**config.mk**
```make
export PLATFORM = sky130hd
export DESIGN_NAME = incremental_pid_temperature_unit
export DESIGN_NICKNAME = d
export VERILOG_FILES = /design/src/ipid_pkg.sv /design/src/ipid_step.sv /design/src/incremental_pid_temperature_unit.sv
export SDC_FILE = /design/constraint.sdc
export NUM_CORES = 2
export LEC_CHECK = 0
export BUFFER_PORTS_ARGS = -buffer_cell sky130_fd_sc_hd__buf_2
export CORE_ASPECT_RATIO = 1.2
export CORE_MARGIN = 8
export CORE_UTILIZATION = 45
export DETAILED_ROUTE_END_ITERATION = 6
export GPL_ROUTABILITY_DRIVEN = 0
export PLACE_DENSITY = 0.69
export SLEW_MARGIN = 15
export SYNTH_ARGS = -nofsm -noshare
export SYNTH_HDL_FRONTEND = slang
export SYNTH_SLANG_ARGS = --single-unit
```
**constraint.sdc**
```tcl
create_clock -name aclk -period 18.2 [get_ports aclk]
set_input_delay 2.73 -clock aclk [delete_from_list [all_inputs] [get_ports aclk]]
set_output_delay 2.73 -clock aclk [all_outputs]
set_load 0.01 [all_outputs]
```
**src/ipid_pkg.sv**
```systemverilog
// ----------------------------------------------------------------------------
// ipid_pkg: shared types and constants of the incremental PID unit
// Widths, reset gains, register indexes, opcodes and the controller state.
// ----------------------------------------------------------------------------
`default_nettype none

package ipid_pkg;

    localparam int FRACTION_BITS = 8;
    localparam int TEMP_BITS     = 10;
    localparam int GAIN_BITS     = 15;
    localparam int ACC_BITS      = 32;
    localparam int OUT_BITS      = 16;
    localparam int CFG_ADDR_BITS = 2;

    // Widest intermediate: gain * accumulator plus gain * error.
    localparam int DIRECT_BITS   = GAIN_BITS + ACC_BITS + 2;

    localparam int ARM_THRESHOLD = 30;
    localparam int SEED_LIMIT    = 1000;
    localparam int ROUND_HALF    = 1 << (FRACTION_BITS - 1);

    localparam logic [GAIN_BITS-1:0] GAIN_P_RESET = GAIN_BITS'(768);
    localparam logic [GAIN_BITS-1:0] GAIN_I_RESET = GAIN_BITS'(30);
    localparam logic [GAIN_BITS-1:0] GAIN_D_RESET = GAIN_BITS'(196);

    localparam logic [CFG_ADDR_BITS-1:0] REG_GAIN_P = CFG_ADDR_BITS'(0);
    localparam logic [CFG_ADDR_BITS-1:0] REG_GAIN_I = CFG_ADDR_BITS'(1);
    localparam logic [CFG_ADDR_BITS-1:0] REG_GAIN_D = CFG_ADDR_BITS'(2);

    typedef enum logic {
        OP_STEP    = 1'b0,
        OP_RESTART = 1'b1
    } opcode_t;

    typedef logic [TEMP_BITS-1:0]       temp_t;
    typedef logic [GAIN_BITS-1:0]       gain_t;
    typedef logic signed [ACC_BITS-1:0] acc_t;
    typedef logic signed [OUT_BITS-1:0] power_t;

    typedef struct packed {
        gain_t gain_p;
        gain_t gain_i;
        gain_t gain_d;
    } pid_gains_t;

    typedef struct packed {
        temp_t older_temp;
        temp_t last_temp;
        logic  armed_flag;
        acc_t  error_sum;
        acc_t  power_acc;
    } pid_state_t;

endpackage

`default_nettype wire

```
**src/ipid_step.sv**
```systemverilog
// ----------------------------------------------------------------------------
// ipid_step: one controller update
// Combinational next state and rounded output for one step or restart item.
// ----------------------------------------------------------------------------
`default_nettype none

module ipid_step (
    input  wire ipid_pkg::opcode_t    opcode,
    input  wire ipid_pkg::temp_t      setpoint,
    input  wire ipid_pkg::temp_t      measured,
    input  wire ipid_pkg::pid_gains_t gains,
    input  wire ipid_pkg::pid_state_t state_cur,
    output ipid_pkg::pid_state_t      state_nxt,
    output ipid_pkg::power_t          drive_power
);

    // Clamp a wide signed value to the accumulator range.
    function automatic ipid_pkg::acc_t sat_to_acc(
        input logic signed [ipid_pkg::DIRECT_BITS-1:0] v
    );
        logic [ipid_pkg::DIRECT_BITS-ipid_pkg::ACC_BITS:0] hi;
        ipid_pkg::acc_t res;
        hi = v[ipid_pkg::DIRECT_BITS-1:ipid_pkg::ACC_BITS-1];
        if ((&hi) || !(|hi)) begin
            res = v[ipid_pkg::ACC_BITS-1:0];
        end else if (v[ipid_pkg::DIRECT_BITS-1]) begin
            res = {1'b1, {(ipid_pkg::ACC_BITS-1){1'b0}}};
        end else begin
            res = {1'b0, {(ipid_pkg::ACC_BITS-1){1'b1}}};
        end
        return res;
    endfunction

    // Clamp the shifted accumulator to the output range.
    function automatic ipid_pkg::power_t sat_to_out(
        input logic signed [ipid_pkg::ACC_BITS:0] v
    );
        logic [ipid_pkg::ACC_BITS-ipid_pkg::OUT_BITS+1:0] hi;
        ipid_pkg::power_t res;
        hi = v[ipid_pkg::ACC_BITS:ipid_pkg::OUT_BITS-1];
        if ((&hi) || !(|hi)) begin
            res = v[ipid_pkg::OUT_BITS-1:0];
        end else if (v[ipid_pkg::ACC_BITS]) begin
            res = {1'b1, {(ipid_pkg::OUT_BITS-1){1'b0}}};
        end else begin
            res = {1'b0, {(ipid_pkg::OUT_BITS-1){1'b1}}};
        end
        return res;
    endfunction

    localparam int TB = ipid_pkg::TEMP_BITS;
    localparam int GB = ipid_pkg::GAIN_BITS;
    localparam int AB = ipid_pkg::ACC_BITS;
    localparam int DB = ipid_pkg::DIRECT_BITS;

    logic signed [GB:0]        gp_s, gi_s, gd_s;
    logic signed [TB:0]        err, dl;
    logic signed [TB+1:0]      dd;
    logic                      history, arm_now, armed_n;
    ipid_pkg::acc_t            sum_base, sum_sat, power_n;
    logic signed [GB+TB+1:0]   prod_pe, prod_pl, prod_ie;
    logic signed [GB+TB+2:0]   prod_dd;
    logic signed [GB+AB:0]     prod_is;
    logic signed [DB-1:0]      sum_wide, direct_wide, vel_wide;
    logic signed [AB:0]        rnd, shifted;
    logic                      seed_ok;

    always_comb begin
        gp_s = $signed({1'b0, gains.gain_p});
        gi_s = $signed({1'b0, gains.gain_i});
        gd_s = $signed({1'b0, gains.gain_d});

        err = $signed({1'b0, setpoint}) - $signed({1'b0, measured});
        dl  = $signed({1'b0, state_cur.last_temp}) - $signed({1'b0, measured});
        dd  = $signed({2'b00, state_cur.older_temp}) + $signed({2'b00, measured})
            - $signed({1'b0, state_cur.last_temp, 1'b0});

        history = (state_cur.older_temp != '0);
        arm_now = !history && !state_cur.armed_flag
                  && (err < $signed((TB+1)'(ipid_pkg::ARM_THRESHOLD)));
        armed_n = state_cur.armed_flag | arm_now;

        // Direct form: integrate, then gain the error and the sum.
        sum_base    = arm_now ? '0 : state_cur.error_sum;
        sum_wide    = DB'(sum_base) + DB'(err);
        sum_sat     = sat_to_acc(sum_wide);
        prod_pe     = gp_s * err;
        prod_is     = gi_s * sum_sat;
        direct_wide = DB'(prod_pe) + DB'(prod_is);

        // Velocity form: accumulate the three difference terms.
        prod_pl  = gp_s * dl;
        prod_ie  = gi_s * err;
        prod_dd  = gd_s * dd;
        vel_wide = DB'(state_cur.power_acc) + DB'(prod_pl) + DB'(prod_ie)
                 + DB'(prod_dd);

        power_n = history ? sat_to_acc(vel_wide) : sat_to_acc(direct_wide);

        seed_ok = (measured != '0) && (32'(measured) < ipid_pkg::SEED_LIMIT);

        if (opcode == ipid_pkg::OP_RESTART) begin
            state_nxt.older_temp = '0;
            state_nxt.last_temp  = seed_ok ? measured : '0;
            state_nxt.armed_flag = 1'b0;
            state_nxt.error_sum  = '0;
            state_nxt.power_acc  = '0;
        end else begin
            state_nxt.older_temp = armed_n ? state_cur.last_temp : state_cur.older_temp;
            state_nxt.last_temp  = measured;
            state_nxt.armed_flag = armed_n;
            state_nxt.error_sum  = history ? state_cur.error_sum : sum_sat;
            state_nxt.power_acc  = power_n;
        end

        // Round to nearest, drop the fraction, clamp.
        rnd         = (AB+1)'(state_nxt.power_acc)
                    + $signed((AB+1)'(ipid_pkg::ROUND_HALF));
        shifted     = rnd >>> ipid_pkg::FRACTION_BITS;
        drive_power = sat_to_out(shifted);
    end

endmodule

`default_nettype wire

```
**src/incremental_pid_temperature_unit.sv**
```systemverilog
// ----------------------------------------------------------------------------
// incremental_pid_temperature_unit: fixed-point temperature PID controller
// Direct form until armed, then velocity form; one result beat per step.
// ----------------------------------------------------------------------------
// Path: a beat waits in the input register until the result register is free;
//   its result is then loaded there and presented on m_.
// Throughput: one beat per cycle while the result side takes its beats; one pass
//   through the step datapath (sum add and clamp, one multiplier level, add and clamp, then round and clamp).
// Reset: aresetn (synchronous, active low) restores default gains, clears
//   the history, accumulators and mode flag, and empties both registers.
`default_nettype none

module incremental_pid_temperature_unit (
    input  wire         aclk,
    input  wire         aresetn,

    // Input channel
    input  wire         s_tvalid,
    output logic        s_tready,
    input  wire  [23:0] s_tdata,   // [9:0] setpoint, [19:10] measured, rest zero
    input  wire  [0:0]  s_tuser,   // [0] opcode

    // Result channel
    output logic        m_tvalid,
    input  wire         m_tready,
    output logic [15:0] m_tdata,   // [15:0] drive_power
    output logic [0:0]  m_tuser,   // [0] incremental_mode

    // Gain register writes
    input  wire         cfg_we,
    input  wire  [ipid_pkg::CFG_ADDR_BITS-1:0] cfg_addr,
    input  wire  [ipid_pkg::GAIN_BITS-1:0]     cfg_wdata
);

    localparam int TB = ipid_pkg::TEMP_BITS;

    // Gains
    ipid_pkg::pid_gains_t gains_reg, gains_next;

    // Input register
    logic              in_valid_reg, in_valid_next;
    ipid_pkg::opcode_t in_op_reg, in_op_next;
    ipid_pkg::temp_t   in_set_reg, in_set_next;
    ipid_pkg::temp_t   in_meas_reg, in_meas_next;

    // Controller state
    ipid_pkg::pid_state_t state_reg, state_next, state_step;

    // Result register
    logic             out_valid_reg, out_valid_next;
    ipid_pkg::power_t out_power_reg, out_power_next;
    logic             out_mode_reg, out_mode_next;

    ipid_pkg::power_t step_power;
    logic             s_fire, proc_fire, out_free;

    ipid_step u_step (
        .opcode      (in_op_reg),
        .setpoint    (in_set_reg),
        .measured    (in_meas_reg),
        .gains       (gains_reg),
        .state_cur   (state_reg),
        .state_nxt   (state_step),
        .drive_power (step_power)
    );

    // The result register frees up when empty or when its beat is taken.
    // A restart produces no beat, so it never waits on the result side.
    always_comb begin
        out_free  = !out_valid_reg || m_tready;
        proc_fire = in_valid_reg && ((in_op_reg == ipid_pkg::OP_RESTART) || out_free);
        s_tready  = !in_valid_reg || proc_fire;
        s_fire    = s_tvalid && s_tready;
    end

    // Gain writes
    always_comb begin
        gains_next = gains_reg;
        if (cfg_we) begin
            case (cfg_addr)
                ipid_pkg::REG_GAIN_P: gains_next.gain_p = cfg_wdata;
                ipid_pkg::REG_GAIN_I: gains_next.gain_i = cfg_wdata;
                ipid_pkg::REG_GAIN_D: gains_next.gain_d = cfg_wdata;
                default:              gains_next = gains_reg;
            endcase
        end
    end

    // Input register: load on accept, drop when processed.
    always_comb begin
        in_valid_next = in_valid_reg;
        in_op_next    = in_op_reg;
        in_set_next   = in_set_reg;
        in_meas_next  = in_meas_reg;
        if (s_fire) begin
            in_valid_next = 1'b1;
            in_op_next    = ipid_pkg::opcode_t'(s_tuser[0]);
            in_set_next   = s_tdata[TB-1:0];
            in_meas_next  = s_tdata[2*TB-1:TB];
        end else if (proc_fire) begin
            in_valid_next = 1'b0;
        end
    end

    // State advances on every processed beat; the result only on a step beat.
    always_comb begin
        state_next     = proc_fire ? state_step : state_reg;
        out_valid_next = out_valid_reg && !m_tready;
        out_power_next = out_power_reg;
        out_mode_next  = out_mode_reg;
        if (proc_fire && (in_op_reg == ipid_pkg::OP_STEP)) begin
            out_valid_next = 1'b1;
            out_power_next = step_power;
            out_mode_next  = state_step.armed_flag;
        end
    end

    always_ff @(posedge aclk) begin
        if (!aresetn) begin
            gains_reg.gain_p <= ipid_pkg::GAIN_P_RESET;
            gains_reg.gain_i <= ipid_pkg::GAIN_I_RESET;
            gains_reg.gain_d <= ipid_pkg::GAIN_D_RESET;
            state_reg        <= '0;
            in_valid_reg     <= 1'b0;
            out_valid_reg    <= 1'b0;
        end else begin
            gains_reg     <= gains_next;
            state_reg     <= state_next;
            in_valid_reg  <= in_valid_next;
            out_valid_reg <= out_valid_next;
        end
    end

    // Payload registers need no reset.
    always_ff @(posedge aclk) begin
        in_op_reg     <= in_op_next;
        in_set_reg    <= in_set_next;
        in_meas_reg   <= in_meas_next;
        out_power_reg <= out_power_next;
        out_mode_reg  <= out_mode_next;
    end

    assign m_tvalid = out_valid_reg;
    assign m_tdata  = out_power_reg;
    assign m_tuser  = out_mode_reg;

endmodule

`default_nettype wire
```
==> run metrics <==
R2R setup slack=0.67 ns; period utilization=96.34%; area grow syn2layout=6.892%; CP required=18.46 ns; post-layout min period=17.53 ns; critical-path maximum fanout=14; Synth area leader=fa_1; Post-Route WL=154200 um; layout cell share with drive strength beyond 1=6.803%; Yosys warnings=0; global-route wire length before repair=246400 um; Die Y=399.2 um; drt via density=5.405; Reg area=3784 um2; Hold Vio Cnt, Final=0; Total GRT Usage=23.39%; drt pass-1 iters=6; most frequent cell after synthesis=inv_1; final core occ=48.50%; initial antenna violation count=3; Mapped Cells=6287; largest net degree at the start of global routing=96; Synth area leaders=fa_1 40%, ha_1 13%, inv_1 9.7%; CTS Buf Count=17; slowest stage delay, CP=0.58 ns; Worst Tran Pin Value=1.104 ns; Crit Path Class=register to register; num ports=66; # diodes=0; # rows=140; Critical-path top delay cell=fa_1; H-tree depth=4; Worst-Skew Late Latency=0.55 ns; drt wl/cell=19.46 um; Distinct cells, synth=104; GR Util met3=3.016%; Worst path most repeated cell=fa_1; worst hold margin=0.4531 ns; final slew viol count=0; drt drc=0; mapped cell area=55080 um2; Die Area=133900 um2; max FFs per register=85; core area=121400 um2; startpoint types=register; Post-Syn Nets=8010; Max Clk Rate=57.03 MHz; CTS max path bufs=2; Max-Cap Viols=0; vias in the first global route=45540; Post-synth top cells=1427 x inv_1, 1111 x fa_1, 920 x nand2_1; grt ovf=0; Setup Skew=0.02809 ns; clock sink count=170; WP data arrival=17.79 ns; Multi-input gate area=45250 um2; fillers=11340; clock root buffer master=clkbuf_16; CTS Hold Bufs=0; Post-Syn Area per Cell=8.760 um2; Initial DRC Count=2658; antenna-violating nets left=0; GRT met1 Usage=27.47%; Most Crowded Layer GR=met2; routed vias=42830; DP Wirelength=122300 um; Most used DFF post-synth=dfxtp_1; Hold WC Path Type=register to register; Setup Viol. Count Final=0; Worst-path clk slew=0.08 ns; CTS tree=done; GR met2 Demand/Resource=40.20%; flops & latches, synth=170; post-synthesis sequential area ratio=6.870%; Die Wd=335.4 um; PortBufs=61; outcome=finished clean; Post-synth ARST share=0%; Post-synth EDFFs=38; Rel. slew slack=26.40%; nets@finish=8001; Synth top area share=40.38%; Initial Utilization=45.37%; crit end category=register
## logic make-up after synthesis
logic type	synth area share, %
flops	6.870
buf+inv	11.79
mux	0.3998
compound gates	8.612
fa+ha+maj	53.69
xor+xnor	2.592
simple gates	16.05
## cell type report
class,instances,area share (%)
multi-input cells,4409,76.87
inverters,1429,9.111
flip-flops and latches,170,6.427
well taps,1633,3.471
repair buffers,251,3.054
clock buffers,18,0.7651
clock inverters,14,0.3060
## worst paths after layout
check	start	end	depth (start not counted)
setup / recovery	in_meas_reg[1]	m_tdata[5]	72
hold / removal	state_reg[42]	state_reg[42]	2
setup reg to reg	in_meas_reg[1]	m_tdata[5]	72
hold reg to reg	state_reg[42]	state_reg[42]	2
## placed cells by master, fill, tap and decap left out, drive strengths merged, types with 99 or more instances in the layout
| master | Yosys | routed |
|---|---|---|
| dfxtp | 132 | 132 |
| and2 | 353 | 353 |
| nor2 | 186 | 187 |
| inv | 1429 | 1438 |
| ha | 565 | 565 |
| a21oi | 185 | 185 |
| buf | 15 | 251 |
| xnor2 | 103 | 103 |
| fa | 1111 | 1111 |
| nand2 | 921 | 921 |
| o21ai | 99 | 99 |
## stage by stage
step                instances   TNS, ns  cell area, um2  worst slack [ns]
floorplan                6287         0           55080            0.2124
global placement         7882   -0.6481           57860          -0.05977
detailed placement       7882    -3.936           57860           -0.2801
CTS                      7914         0           58520          0.006171
global route             7924  -0.04960           58870          -0.01738
finish                   7924         0           58870            0.6655
## critical path: cells and delay by family, from the launching register on
family	cells	cell delay (ns)
AOI/OAI and AO/OA	34	6.42
adders and majority gates	13	5.52
and+or+nand+nor	14	3.65
buffers and inverters	9	1.04
DFF	1	0.40
muxes	1	0.12
xor gates and xnor gates	1	0.08
## layer usage
| layer | part of all wire (%) | wire, um | up-vias |
|---|---|---|---|
| met4 | 7.4 | 11390 | 0 |
| met5 | 0 | 0 | - |
| li1 | - | - | 19070 |
| met3 | 6.5 | 10020 | 494 |
| met1 | 37 | 57310 | 21680 |
| met2 | 49 | 75470 | 1587 |
## what timing repair did
action                     4_1_cts  5_1_grt
setup endpoints to repair       15       16
gates cloned                     0        1
gates resized for setup          7       70
setup buffers                    0        9
pin swaps                        0       16
Power is left out: the tool's default activity adds up to more than one toggle a clock period on the data nets, which glitch-free logic cannot reach.
